==> config.mk <==
export PLATFORM = sky130hd
export DESIGN_NAME = integer_to_english_word_tokens_flat
export DESIGN_NICKNAME = d
export VERILOG_FILES = /design/src/hdl/ietw_pkg.sv /design/src/hdl/ietw_req_if.sv /design/src/hdl/ietw_rsp_if.sv /design/src/hdl/integer_to_english_word_tokens.sv /design/src/flat_wrapper.sv
export SDC_FILE = /design/constraint.sdc
export NUM_CORES = 1
export LEC_CHECK = 0
export ABC_AREA = 1
export BUFFER_PORTS_ARGS = -buffer_cell sky130_fd_sc_hd__buf_2
export CORE_ASPECT_RATIO = 2
export CORE_MARGIN = 4
export CORE_UTILIZATION = 45
export DETAILED_ROUTE_END_ITERATION = 6
export GPL_ROUTABILITY_DRIVEN = 0
export HOLD_SLACK_MARGIN = 0.1
export PLACE_DENSITY = 0.56
export RECOVER_POWER = 25
export SLEW_MARGIN = 20
export SYNTH_ARGS = -nofsm -noshare
export SYNTH_HDL_FRONTEND = slang
export SYNTH_SLANG_ARGS = --single-unit
==> constraint.sdc <==
create_clock -name clock -period 14.4 [get_ports clock]
set_clock_uncertainty 0.2 [all_clocks]
set_input_delay 1.44 -clock clock [delete_from_list [all_inputs] [get_ports clock]]
set_output_delay 1.44 -clock clock [all_outputs]
set_load 0.02 [all_outputs]
==> src/hdl/ietw_pkg.sv <==
// Shared widths, word codes and the binary-to-decimal step for the word token block.
`default_nettype none

package ietw_pkg;

   localparam int VALUE_W         = 31;
   localparam int CODE_W          = 5;
   localparam int DIGITS          = 10;
   localparam int BCD_W           = 4 * DIGITS;
   localparam int DAB_W           = BCD_W + VALUE_W;
   localparam int DAB_STAGES      = 4;
   localparam int STEPS_PER_STAGE = 8;
   localparam int GROUPS          = 4;
   localparam int SLOTS_PER_GROUP = 5;
   localparam int SLOTS           = GROUPS * SLOTS_PER_GROUP;

   localparam logic [CODE_W-1:0] CODE_ZERO      = 5'd0;
   localparam logic [CODE_W-1:0] CODE_TEN       = 5'd10;
   localparam logic [CODE_W-1:0] CODE_TENS_BASE = 5'd18;
   localparam logic [CODE_W-1:0] CODE_HUNDRED   = 5'd28;
   localparam logic [CODE_W-1:0] CODE_THOUSAND  = 5'd29;
   localparam logic [CODE_W-1:0] CODE_MILLION   = 5'd30;
   localparam logic [CODE_W-1:0] CODE_BILLION   = 5'd31;

   typedef logic [VALUE_W-1:0]            value_type;
   typedef logic [CODE_W-1:0]             code_type;
   typedef logic [DAB_W-1:0]              dab_type;
   typedef logic [SLOTS-1:0]              slot_mask_type;
   typedef logic [SLOTS-1:0][CODE_W-1:0]  slot_code_type;

   // One shift-and-add-three step: decimal digits above, remaining binary bits below.
   function automatic dab_type dab_step(input dab_type x);
      dab_type y;
      y = x;
      for (int d = 0; d < DIGITS; d++) begin
         if (y[VALUE_W + 4*d +: 4] >= 4'd5) begin
            y[VALUE_W + 4*d +: 4] = y[VALUE_W + 4*d +: 4] + 4'd3;
         end
      end
      return y << 1;
   endfunction

   // Up to eight chained steps; the last stage runs fewer.
   function automatic dab_type dab_steps(input dab_type x, input int unsigned n);
      dab_type y;
      y = x;
      for (int i = 0; i < STEPS_PER_STAGE; i++) begin
         if (i < n) begin
            y = dab_step(y);
         end
      end
      return y;
   endfunction

endpackage

`default_nettype wire

==> src/hdl/ietw_req_if.sv <==
// Input channel: one integer value per beat.
`default_nettype none

interface ietw_req_if;
   import ietw_pkg::*;

   logic      valid;
   logic      ready;
   value_type value;

   modport source (output valid, output value, input ready);
   modport sink (input valid, input value, output ready);
endinterface

`default_nettype wire

==> src/hdl/ietw_rsp_if.sv <==
// Result channel: one word token per beat, last token flagged.
`default_nettype none

interface ietw_rsp_if;
   import ietw_pkg::*;

   logic     valid;
   logic     ready;
   code_type word_code;
   logic     last_word;

   modport source (output valid, output word_code, output last_word, input ready);
   modport sink (input valid, input word_code, input last_word, output ready);
endinterface

`default_nettype wire

==> src/hdl/integer_to_english_word_tokens.sv <==
// Top level: spells a 31-bit integer as a run of English word tokens.
`default_nettype none

// A value enters on every beat that the pipeline can take. Four register stages convert it
// to ten decimal digits (eight shift-and-add-three steps each, seven in the last), a fifth
// lays out the words of the billion, million, thousand and unit groups as a slot mask, and
// an emitter then sends one token per cycle, unless the output is stalled, from the lowest
// set slot through an output register. A value has 1 to 16 tokens for 31-bit inputs; the
// emitter's one-token-per-cycle output is what sets the sustained rate. The emitter takes
// the next value in the cycle it sends the previous value's last token, so back-to-back
// values leave no gap. Values pass through the conversion, slot, emitter and output registers.
module integer_to_english_word_tokens
   import ietw_pkg::*;
(
   input wire logic   clock,
   input wire logic   reset,
   ietw_req_if.sink   req_bus,
   ietw_rsp_if.source rsp_bus
);

   dab_type       dab_ff       [DAB_STAGES];
   dab_type       dab_in       [DAB_STAGES];
   logic          dab_valid_ff [DAB_STAGES];
   logic          dab_valid_in [DAB_STAGES];
   logic          stage_ready  [DAB_STAGES+1];

   logic          tok_valid_ff, tok_valid_in;
   slot_mask_type tok_mask_ff, tok_mask_in;
   slot_code_type tok_code_ff, tok_code_in;

   slot_mask_type emit_mask_ff, emit_mask_in;
   slot_code_type emit_code_ff, emit_code_in;

   logic          rsp_valid_ff, rsp_valid_in;
   code_type      rsp_code_ff, rsp_code_in;
   logic          rsp_last_ff, rsp_last_in;

   slot_mask_type pick_sel;
   slot_mask_type remaining;
   code_type      pick_code;
   logic          out_take;
   logic          pop;
   logic          load_en;

   // Pipeline handshake.
   always_comb begin
      stage_ready[DAB_STAGES] = !tok_valid_ff || load_en;
      for (int k = DAB_STAGES - 1; k >= 0; k--) begin
         stage_ready[k] = !dab_valid_ff[k] || stage_ready[k+1];
      end
   end

   assign req_bus.ready = stage_ready[0];

   // Binary to decimal stages.
   always_comb begin
      for (int k = 0; k < DAB_STAGES; k++) begin
         dab_in[k]       = dab_ff[k];
         dab_valid_in[k] = dab_valid_ff[k];
         if (stage_ready[k]) begin
            if (k == 0) begin
               dab_valid_in[k] = req_bus.valid;
               dab_in[k] = dab_steps({{BCD_W{1'b0}}, req_bus.value}, STEPS_PER_STAGE);
            end else begin
               dab_valid_in[k] = dab_valid_ff[k-1];
               dab_in[k] = dab_steps(dab_ff[k-1],
                  ((VALUE_W - STEPS_PER_STAGE * k) < STEPS_PER_STAGE) ?
                  (VALUE_W - STEPS_PER_STAGE * k) : STEPS_PER_STAGE);
            end
         end
      end
   end

   // Word slot layout: per group hundreds digit, Hundred, tens or teen, ones, scale.
   always_comb begin
      logic [BCD_W-1:0] bcd;
      logic [3:0]       h, t, o;
      int               base;
      logic             nz;
      bcd         = dab_ff[DAB_STAGES-1][DAB_W-1:VALUE_W];
      tok_mask_in = '0;
      tok_code_in = '0;
      for (int g = 0; g < GROUPS; g++) begin
         base = g * SLOTS_PER_GROUP;
         if (g == 0) begin
            h = 4'd0;
            t = 4'd0;
            o = bcd[4*9 +: 4];
         end else begin
            h = bcd[4*(3*(GROUPS-1-g)+2) +: 4];
            t = bcd[4*(3*(GROUPS-1-g)+1) +: 4];
            o = bcd[4*(3*(GROUPS-1-g))   +: 4];
         end
         nz = (h != 4'd0) || (t != 4'd0) || (o != 4'd0);
         tok_mask_in[base]   = (h != 4'd0);
         tok_code_in[base]   = {1'b0, h};
         tok_mask_in[base+1] = (h != 4'd0);
         tok_code_in[base+1] = CODE_HUNDRED;
         if (t < 4'd2) begin
            tok_mask_in[base+2] = (t != 4'd0) || (o != 4'd0);
            tok_code_in[base+2] = t[0] ? (CODE_TEN + {1'b0, o}) : {1'b0, o};
         end else begin
            tok_mask_in[base+2] = 1'b1;
            tok_code_in[base+2] = CODE_TENS_BASE + {1'b0, t};
            tok_mask_in[base+3] = (o != 4'd0);
            tok_code_in[base+3] = {1'b0, o};
         end
         tok_mask_in[base+4] = nz && (g != GROUPS - 1);
         case (g)
            0:       tok_code_in[base+4] = CODE_BILLION;
            1:       tok_code_in[base+4] = CODE_MILLION;
            default: tok_code_in[base+4] = CODE_THOUSAND;
         endcase
      end
      if (bcd == '0) begin
         tok_mask_in[(GROUPS-1)*SLOTS_PER_GROUP + 2] = 1'b1;
         tok_code_in[(GROUPS-1)*SLOTS_PER_GROUP + 2] = CODE_ZERO;
      end
      tok_valid_in = tok_valid_ff;
      if (stage_ready[DAB_STAGES]) begin
         tok_valid_in = dab_valid_ff[DAB_STAGES-1];
      end
   end

   // Emitter: lowest set slot goes out each cycle the output register can take it.
   always_comb begin
      logic found;
      found     = 1'b0;
      pick_sel  = '0;
      pick_code = '0;
      for (int i = 0; i < SLOTS; i++) begin
         if (emit_mask_ff[i] && !found) begin
            pick_sel[i] = 1'b1;
            found       = 1'b1;
         end
      end
      for (int i = 0; i < SLOTS; i++) begin
         if (pick_sel[i]) begin
            pick_code = pick_code | emit_code_ff[i];
         end
      end
   end

   assign remaining = emit_mask_ff & ~pick_sel;
   assign out_take  = !rsp_valid_ff || rsp_bus.ready;
   assign pop       = (emit_mask_ff != '0) && out_take;
   assign load_en   = tok_valid_ff && ((emit_mask_ff == '0) || (pop && (remaining == '0)));

   always_comb begin
      emit_mask_in = emit_mask_ff;
      emit_code_in = emit_code_ff;
      if (load_en) begin
         emit_mask_in = tok_mask_ff;
         emit_code_in = tok_code_ff;
      end else if (pop) begin
         emit_mask_in = remaining;
      end
      rsp_valid_in = rsp_valid_ff;
      rsp_code_in  = rsp_code_ff;
      rsp_last_in  = rsp_last_ff;
      if (out_take) begin
         rsp_valid_in = pop;
         rsp_code_in  = pick_code;
         rsp_last_in  = (remaining == '0);
      end
   end

   always_ff @(posedge clock) begin
      for (int k = 0; k < DAB_STAGES; k++) begin
         dab_ff[k] <= dab_in[k];
      end
      tok_mask_ff  <= stage_ready[DAB_STAGES] ? tok_mask_in : tok_mask_ff;
      tok_code_ff  <= stage_ready[DAB_STAGES] ? tok_code_in : tok_code_ff;
      emit_code_ff <= emit_code_in;
      rsp_code_ff  <= rsp_code_in;
      rsp_last_ff  <= rsp_last_in;
      if (reset) begin
         for (int k = 0; k < DAB_STAGES; k++) begin
            dab_valid_ff[k] <= 1'b0;
         end
         tok_valid_ff <= 1'b0;
         emit_mask_ff <= '0;
         rsp_valid_ff <= 1'b0;
      end else begin
         for (int k = 0; k < DAB_STAGES; k++) begin
            dab_valid_ff[k] <= dab_valid_in[k];
         end
         tok_valid_ff <= tok_valid_in;
         emit_mask_ff <= emit_mask_in;
         rsp_valid_ff <= rsp_valid_in;
      end
   end

   assign rsp_bus.valid     = rsp_valid_ff;
   assign rsp_bus.word_code = rsp_code_ff;
   assign rsp_bus.last_word = rsp_last_ff;

   // A value in the slot stage always has at least one word.
   a_tok_nonempty: assert property (@(posedge clock) disable iff (reset)
      tok_valid_ff |-> (tok_mask_ff != '0))
      else $error("slot stage holds a value with no words");

   // The billions digit of a 31-bit value never exceeds two.
   a_top_digit: assert property (@(posedge clock) disable iff (reset)
      dab_valid_ff[DAB_STAGES-1] |-> (dab_ff[DAB_STAGES-1][DAB_W-1 -: 4] <= 4'd2))
      else $error("decimal conversion produced a billions digit above two");

   // A stalled first stage keeps its value.
   a_stage_hold: assert property (@(posedge clock) disable iff (reset)
      (dab_valid_ff[0] && !stage_ready[1]) |=> (dab_valid_ff[0] && $stable(dab_ff[0])))
      else $error("stalled conversion stage lost its value");

   // A popped token always lands in the output register.
   a_pop_lands: assert property (@(posedge clock) disable iff (reset)
      pop |=> (rsp_valid_ff && (rsp_last_ff == $past(remaining == '0))))
      else $error("emitted token missing from output register");

endmodule

`default_nettype wire
==> src/flat_wrapper.sv <==
// flat-port wrapper written by rule: the top's interface ports become plain ports
module integer_to_english_word_tokens_flat import ietw_pkg::*;
  (clock, reset, req_bus_valid, req_bus_value, req_bus_ready, rsp_bus_valid, rsp_bus_word_code, rsp_bus_last_word, rsp_bus_ready);
  ietw_req_if req_bus_i ();
  ietw_rsp_if rsp_bus_i ();
  input wire logic clock;
  input wire logic reset;
  input wire logic [$bits(req_bus_i.valid)-1:0] req_bus_valid;
  input wire logic [$bits(req_bus_i.value)-1:0] req_bus_value;
  output wire logic [$bits(req_bus_i.ready)-1:0] req_bus_ready;
  output wire logic [$bits(rsp_bus_i.valid)-1:0] rsp_bus_valid;
  output wire logic [$bits(rsp_bus_i.word_code)-1:0] rsp_bus_word_code;
  output wire logic [$bits(rsp_bus_i.last_word)-1:0] rsp_bus_last_word;
  input wire logic [$bits(rsp_bus_i.ready)-1:0] rsp_bus_ready;
  assign req_bus_i.valid = req_bus_valid;
  assign req_bus_i.value = req_bus_value;
  assign req_bus_ready = req_bus_i.ready;
  assign rsp_bus_valid = rsp_bus_i.valid;
  assign rsp_bus_word_code = rsp_bus_i.word_code;
  assign rsp_bus_last_word = rsp_bus_i.last_word;
  assign rsp_bus_i.ready = rsp_bus_ready;
  integer_to_english_word_tokens u_core (.clock(clock), .reset(reset), .req_bus(req_bus_i), .rsp_bus(rsp_bus_i));
endmodule
Word-level counts from Yosys, hierarchy flattened
Memory sizes are Yosys's and may differ from the RTL's.
Cells that the tools add are included.
{"block": "totals", "out_inout_bits": 8, "reg_bits": 135, "wordCells": 1146, "mem_bits_rw": 288, "memories": 2, "inputBits": 35}
{"block": "classes", "bitwise": 17, "n_addsub": 306, "muxes": 405, "reduce_logical": 77, "order_cmp": 303}
{"memory": "u_core.dab_ff", "words": 4, "width": 71, "read_ports": 4, "rd_clocked_by_memory_dff": 0, "write_ports": 4, "line": "integer_to_english_word_tokens.sv:21", "text": "dab_type dab_ff [DAB_STAGES];"}
{"memory": "u_core.dab_valid_ff", "words": 4, "width": 1, "read_ports": 4, "rd_clocked_by_memory_dff": 0, "write_ports": 4, "line": "integer_to_english_word_tokens.sv:23", "text": "logic dab_valid_ff [DAB_STAGES];"}
{"op": "$mux W71", "n": 31}
{"op": "$ge A4 B3 Y1 const B", "n": 300}
{"op": "$add A4 B2 Y4 const B", "n": 270}
{"op": "$mux W4", "n": 270}
{"op": "$mux W5", "n": 23}
{"op": "$add A3 B2 Y3 const B", "n": 30}
{"op": "$mux W3", "n": 30}
{"op": "$mux W1", "n": 49}
{"op": "$logic_not A20 Y1", "n": 2}
{"op": "$logic_not A40 Y1", "n": 1}
{"op": "$mux W20", "n": 2}
{"op": "$reduce_bool A4 Y1", "n": 10}
{"op": "$or A5 B5 Y5", "n": 6}
{"op": "$logic_not A1 Y1", "n": 25}
{"op": "$logic_and A1 B1 Y1", "n": 22}
{"op": "$and A20 B20 Y20", "n": 1}
{"op": "$not A20 Y20", "n": 1}
{"op": "$or A5 B4 Y5", "n": 4}
{"op": "$reduce_bool A20 Y1", "n": 1}
{"op": "$add A4 B4 Y5 const A", "n": 3}
{"op": "$add A5 B4 Y5 const A", "n": 3}
{"op": "$logic_or A1 B1 Y1", "n": 14}
{"op": "$lt A4 B2 Y1 const B", "n": 3}
{"op": "$or A1 B1 Y1", "n": 4}
{"op": "other kinds (3)", "n": 3}

Depth between registers and ports, before layout
Gate-level depths: netlist of run 1.
{"block": "logic_depth", "depth_word": 91, "ltp_mapped": 48, "ltp_nobuf": 48}

Worst setup path after synthesis of run 1
OpenSTA, ideal clock, no wires.
{"block": "synth_path", "kind": "flip-flop to output port", "start": "reg u_core.emit_mask_ff[2]", "end": "out req_bus_ready", "n_path_buf": 1, "path_slack_ns": 8.055, "arrival_time_ns": 4.705, "t_required_ns": 12.760, "path_stages_with_launch": 35, "path_cell_list": "dfxtp_1 > buf_6 > nor2_2 > nand2_2 > nor2_2 > inv_2 > nor2_2 > inv_2 > nor2_4 > inv_2 > nor2_4 > inv_2 > nor2_4 > inv_2 > nor2_2 > inv_2 > nor2_4 > inv_2 > nor2_2 > inv_2 > nor2_4 > nand2_2 > nor2_1 > nand2_2 > nor2_2 > nand2_1 > inv_2 > o21ai_1 > nor2_2 > nand2_1 > nand2_1 > inv_2 > nand4_1 > nor2_1 > nand2_1"}
{"item": "from (decl)", "line": "integer_to_english_word_tokens.sv:31", "text": "slot_mask_type emit_mask_ff, emit_mask_in;"}
{"item": "from (signal assigned)", "line": "integer_to_english_word_tokens.sv:189", "text": "emit_mask_ff <= emit_mask_in;"}
{"item": "to (decl)", "line": "flat_wrapper.sv:10", "text": "output wire logic [$bits(req_bus_i.ready)-1:0] req_bus_ready;"}

==> results of run 1 <==
==> logic make-up (layout without fill, tap and decap cells) <==
family | count (synthesis) | count (layout)
and+or+nand+nor | 1561 | 1561
buffers and inverters | 735 | 830
AOI/OAI and AO/OA | 481 | 481
DFF | 275 | 275
adders and majority gates | 209 | 209
xor gates and xnor gates | 120 | 120
muxes | 2 | 2
==> synth_stat cells, drive strengths merged, types with 2 or more instances <==
master,instances,area [sq um]
xnor2,17,171.4
nand4,67,419.2
ha,209,2615
o211ai,14,105.1
o21a,10,75.07
o21ai,277,1555
nand3,258,1562
nand2,979,4018
o221ai,3,26.28
xor2,103,973.4
nor4,6,37.54
nand3b,17,127.6
a31oi,7,43.79
and2,21,137.6
a221oi,7,61.31
a21oi,118,605.6
nor3,9,45.04
o21bai,3,22.52
edfxtp,251,7537
a31o,3,26.28
or4,2,15.01
clkbuf,5,48.80
a211oi,9,72.57
a21boi,2,15.01
nor2,183,775.8
o22ai,12,75.07
inv,727,2731
a2111oi,2,17.52
or2,18,112.6
buf,3,27.52
a21o,10,75.07
dfxtp,24,480.5
==> critical path: cells and delay by family (launching register included) <==
kind	cells	cell delay [ns]
AOI/OAI and AO/OA	6	1.41
and+or+nand+nor	8	0.89
buffers and inverters	8	0.60
xor gates and xnor gates	6	1.53
DFF	1	0.44
adders and majority gates	9	1.84
==> routing by layer <==
metal	vias up	GRT usage, %
li1	11040	-
met1	9564	12.98
met2	158	38.32
met3	88	1.370
met4	0	7.036
met5	-	0
==> cell type report <==
class	count	area share, %
multi-input combinational	2373	51.94
clock inverter	14	0.6191
clock buffer	40	2.992
tap	676	3.171
sequential	275	30.05
inverter	727	10.24
timing repair buffer	49	0.9803
==> registers in the layout, indices dropped and copies added, names as in the netlist, 4 cells and up <==
| name | flops |
|---|---|
| u_core.dab_ff | 147 |
| u_core.dab_valid_ff | 4 |
| u_core.emit_code_ff | 43 |
| u_core.emit_mask_ff | 18 |
| u_core.rsp_bus.word_code | 5 |
| u_core.tok_code_ff | 43 |
| u_core.tok_mask_ff | 12 |
==> through the flow <==
stage | util, % | cell area [sq um] | worst slack [ns] | hold slack, ns | std cells
floorplan | - | 24670 | 8.055 | 0.2003 | 3383
global placement | 47.31 | 25710 | 7.677 | 0.2001 | 4100
detailed placement | 47.31 | 25710 | 7.297 | 0.2045 | 4100
CTS | 49.08 | 26680 | 7.277 | 0.2169 | 4154
global route | 49.08 | 26680 | 6.384 | 0.2217 | 4154
finish | 49.08 | 26680 | 7.239 | 0.2133 | 4154
==> path summary, 6_finish.rpt <==
kind              slack (ns)                   start  depth (start not counted)                 endpoint
hold reg to reg         0.21  u_core.tok_code_ff[51]                          0  u_core.emit_code_ff[51]
setup / recovery        7.24    u_core.dab_ff[2][59]                         37     u_core.dab_ff[3][64]
hold / removal          0.21  u_core.tok_code_ff[51]                          0  u_core.emit_code_ff[51]
setup reg to reg        7.24    u_core.dab_ff[2][59]                         37     u_core.dab_ff[3][64]
==> cells in the final DEF (no fill, tap or decap), types with 45 or more instances in the layout <==
| cell type | synthesis | layout |
|---|---|---|
| nand2_1 | 862 | 860 |
| inv_1 | 689 | 689 |
| edfxtp_1 | 251 | 251 |
| nand3_1 | 210 | 209 |
| ha_1 | 209 | 209 |
| nor2_1 | 167 | 167 |
| o21ai_0 | 141 | 141 |
| a21oi_1 | 114 | 114 |
| nand2_2 | 107 | 109 |
| o21ai_1 | 97 | 97 |
| xor2_1 | 95 | 95 |
| nand4_1 | 67 | 67 |
| nand3_2 | 44 | 45 |
==> results.sh, run 1 <==
export IMPL_end_kind="flip-flop"
export IMPL_critPathMaxFanout=5
export IMPL_post_cts_buffers=0
export IMPL_drive_above_1_share_pct=11.13
export IMPL_diodes=0
export IMPL_routedWlPerCell_microns=11.85
export IMPL_synth_distinct_cells=62
export IMPL_grt_max_degree=42
export IMPL_wl_met3_microns=849
export IMPL_crit_top_cell="ha_1"
export IMPL_crit_path_start_kind="flip-flop"
export IMPL_muxShareOfSynthArea_pct=0.08621
export IMPL_drt_total_wl_mm=49.21
export IMPL_num_vias=20850
export IMPL_drc=0
export IMPL_cts_resized=0
export IMPL_drtIter0Drc=618
export IMPL_synthCells=3383
export IMPL_final_fill_count=5341
export IMPL_yosys_area_share_xor_xnor_pct=4.640
export IMPL_gr_total_overflow=0
export IMPL_syn2layout_area_growth_pct=8.124
export IMPL_hp_class="reg2reg"
export IMPL_clock_latency_ns=0.60
export IMPL_synth_avg_cell_area_sq_um=7.293
export IMPL_dr_pass1_iters=4
export IMPL_numClockSinks=275
export IMPL_dieHeight_microns=339.1
export IMPL_rows=121
export IMPL_synthArstFlopShare_pct=0
export IMPL_fin_crit_ns=7.161
export IMPL_multi_input_area_sq_mm=0.01386
export IMPL_grt_pass1_vias=21080
export IMPL_cts_tree="done"
export IMPL_grt_first_pass_wirelength_mm=84.97
export IMPL_crit_required_ns=14.53
export IMPL_slowest_delay_ns=0.44
export IMPL_die_area_sq_mm=0.05886
export IMPL_synth_top_family_by_area="simple AND/OR/NAND/NOR gates"
export IMPL_h_tree_depth=1
export IMPL_cts_buffers=29
export IMPL_initial_core_util_pct=45.39
export IMPL_met2_length_mm=30.59
export IMPL_max_slew_margin_pct=24.69
export IMPL_rsz0062_at_grt="no"
export IMPL_critical_path_class="reg2reg"
export IMPL_clk_path_buf_depth=3
export IMPL_syn_area_sq_mm=0.02467
export IMPL_fin_crit_sh_pct=49.73
export IMPL_yosysSeqAreaShare_pct=32.50
export IMPL_yosys_warnings=0
export IMPL_worst_slew_pin_slew_ns=1.101
export IMPL_hold_buffers=0
export IMPL_hpwlAfterDp_mm=41.15
export IMPL_core_area_sq_mm=0.05435
export IMPL_max_cap_viol_count=0
export IMPL_synthSimpleGateAreaFrac_pct=29.41
export IMPL_hold_viol_final=0
export IMPL_cp_slowest_cell="edfxtp_1"
export IMPL_root_buffer="clkbuf_16"
export IMPL_synth_nets=3627
export IMPL_slew_violations=0
export IMPL_synth_seq_cells=275
export IMPL_synth_edf_count=251
export IMPL_setup_tns_final_ns=0
export IMPL_synthAdderAreaFrac_pct=10.60
export IMPL_nets=3699
export IMPL_m1WireLength_mm=15.77
export IMPL_highest_layer="met4"
export IMPL_synth_flop_cell="edfxtp_1"
export IMPL_synth_compound_area_share_pct=11.39
export IMPL_antenna_found_initial=0
export IMPL_critical_path_arrival_ns=7.29
export IMPL_chipWidth_microns=173.6
export IMPL_timing_fmax_mhz=139.6
export IMPL_vias_per_cell=5.019
export IMPL_portBuffers=42
export IMPL_setup_violations=0
export IMPL_grt_use_total_pct=16.59
export IMPL_io_pins=43
export IMPL_status="complete, no violations"
export IMPL_drtAntennaViolNets=0
export IMPL_cts_clk_slew_worst_paths_ns=0.07
export IMPL_seq_area_sq_mm=0.008018
Power of run 1 is left out: the tool's default activity adds up to more than one toggle a clock period on the data nets, which glitch-free logic cannot reach.
==> run 2: changes to the inputs <==
- PLACE_DENSITY: 0.56 -> 0.59
- clock period: 14.4 -> 5.8 ns (I/O delays scaled with it)
==> run 2 against run 1 <==
The run now ends with setup timing left. Utilization grew 12 points. Critical path depth grew 3. Setup slack lost 7.5 ns. Via count grew 10%. Worst hold slack lost 0.084 ns. Cell area grew 25%. Final cell count grew 11%. Wire length grew 17%. Global-route usage grew 1.4 points. Die area is the same. Critical path type unchanged. Largest cell class unchanged.
==> results.sh, run 2 (same netlist as run 1, synthesis figures left out) <==
export IMPL_vias_per_cell=4.996
export IMPL_clock_latency_ns=0.58
export IMPL_diodes=0
export IMPL_cts_tree="done"
export IMPL_reg2regPathDepth=40
export IMPL_holdPathEnd="u_core.dab_valid_ff[0][0]"
export IMPL_slew_violations=0
export IMPL_crit_path_start_kind="flip-flop"
export IMPL_cts_clk_slew_worst_paths_ns=0.07
export IMPL_status="complete, but fails checks"
export IMPL_routedWlPerCell_microns=12.50
export IMPL_reg_top3="u_core.dab_ff x147, u_core.emit_code_ff x43, u_core.tok_code_ff x43"
export IMPL_drtAntennaViolNets=0
export IMPL_dr_pass1_iters=5
export IMPL_grt_pass1_vias=23150
export IMPL_grt_first_pass_wirelength_mm=92.81
export IMPL_hpwlAfterDp_mm=42.64
export IMPL_portBuffers=42
export IMPL_cp_slowest_cell="edfxtp_1"
export IMPL_fin_crit_sh_pct=103.8
export IMPL_max_cap_viol_count=0
export IMPL_die_area_sq_mm=0.05886
export IMPL_rsz0062_at_grt="yes"
export IMPL_drive_above_1_share_pct=36.12
export IMPL_clk_path_buf_depth=3
export IMPL_fin_ws_ns=-0.2213
export IMPL_drtIter0Drc=648
export IMPL_antenna_found_initial=0
export IMPL_numClockSinks=275
export IMPL_max_slew_margin_pct=32.04
export IMPL_h_tree_depth=1
export IMPL_fin_crit_ns=6.021
export IMPL_drt_total_wl_mm=57.64
export IMPL_layout_common_cells="nand2_1 (721), inv_1 (556), buf_4 (423)"
export IMPL_grt_max_degree=57
export IMPL_crit_top_cell="nand2_2"
export IMPL_top_register="u_core.dab_ff"
export IMPL_grt_use_total_pct=18.04
export IMPL_final_fill_count=4573
export IMPL_failed_checks="setup timing"
export IMPL_cts_buffers=28
export IMPL_holdCritStartpoint="req_bus_valid"
export IMPL_end_kind="flip-flop"
export IMPL_instances_no_fill=4610
export IMPL_critPathMaxFanout=4
export IMPL_num_vias=23030
export IMPL_slowest_delay_ns=0.43
export IMPL_rr_endpoint="u_core.dab_ff[3][60]"
export IMPL_critical_path_arrival_ns=6.16
export IMPL_drc=0
export IMPL_initial_core_util_pct=45.39
export IMPL_nets=4156
export IMPL_root_buffer="clkbuf_16"
export IMPL_whs_path_depth=3
export IMPL_hp_class="in2reg"
export IMPL_rows=121
export IMPL_hold_viol_final=0
export IMPL_core_area_sq_mm=0.05435
export IMPL_critical_path_class="reg2reg"
export IMPL_gr_total_overflow=0
export IMPL_largest_reg_flops=147
export IMPL_dp_cells=4331
export IMPL_r2r_start="u_core.dab_ff[2][55]"
export IMPL_r2r_slack_ns=-0.22
export IMPL_worst_slew_pin_slew_ns=1.018
export IMPL_timing_fmax_mhz=166.1
export IMPL_syn2layout_area_growth_pct=34.74
export IMPL_chipWidth_microns=173.6
export IMPL_crit_required_ns=5.94
export IMPL_io_pins=43
export IMPL_setup_violations=37
export IMPL_layout_commonest_cell="nand2_1"
export IMPL_dieHeight_microns=339.1
-- run 2: changes by cell type in the layout (fill, tap and decap cells not counted), sizes merged --
| cell | before | now |
|---|---|---|
| clkbuf | 41 | 40 |
| clkinvlp | 1 | 6 |
| buf | 48 | 480 |
| inv | 729 | 728 |
| clkinv | 9 | 6 |
| dlygate4sd3 | 0 | 24 |
-- run 2: final cells by class --
class,count,area [sq um],area share [%]
multi-input combinational,2373,16850,50.70
tap,676,845.8,2.544
timing repair buffer,507,3825,11.51
clock inverter,15,146.4,0.4403
inverter,727,2759,8.299
sequential,275,8018,24.12
clock buffer,37,795.8,2.394
-- run 2: worst max-delay path, delay by kind of cell (launching register included) --
family          cells  cell delay [ns]
compound gates      7             1.10
fa+ha+maj           7             1.19
xor+xnor            6             1.08
simple gates        9             0.81
flops               1             0.43
buf+inv            11             0.93
-- run 2: worst max path at each step --
| stage | startpoint | to | cells past startpoint | slack (ns) |
|---|---|---|---|---|
| 2_1_floorplan | u_core.dab_ff[2][35] | u_core.dab_ff[3][40] | 41 | -0.10 |
| 3_5_place_dp | u_core.dab_ff[2][51] | u_core.dab_ff[3][56] | 40 | -0.60 |
| 5_1_grt | u_core.dab_ff[2][55] | u_core.dab_ff[3][63] | 41 | -0.59 |
| 3_3_place_gp | u_core.dab_ff[2][51] | u_core.dab_ff[3][52] | 40 | -0.25 |
| 6_report | u_core.dab_ff[2][55] | u_core.dab_ff[3][60] | 40 | -0.22 |
| 4_1_cts | u_core.dab_ff[2][55] | u_core.dab_ff[3][56] | 41 | -0.24 |
-- run 2: what timing repair did --
item,CTS,global route
setup endpoints to repair,65,79
hold buffers,24,0
hold endpoints to repair,24,0
pin swaps,220,268
gates resized for setup,303,430
setup buffers,124,83
-- run 2: stage by stage --
stage               worst slack, ns  hold slack (ns)  setup TNS, ns  area [sq um]  utilization, %
global placement            -0.2508           0.2006         -5.236         27810           51.16
CTS                         -0.2366           0.1039         -3.181         30840           56.74
finish                      -0.2213           0.1296         -4.020         33240           61.17
global route                -0.5925           0.1141         -19.45         33240           61.17
detailed placement          -0.5965           0.2045         -19.67         27810           51.16
floorplan                   -0.1042           0.2003        -0.3129         25030               -
-- run 2: metal layers --
metal / up-vias / share of wire, % / GRT usage (%)
met4: 0 / 4.1 / 7.696
li1: 11930 / - / -
met5: - / 0 / 0
met2: 209 / 63 / 41.79
met3: 121 / 1.6 / 1.549
met1: 10770 / 31 / 13.93
Power of run 2 is left out for the same reason.
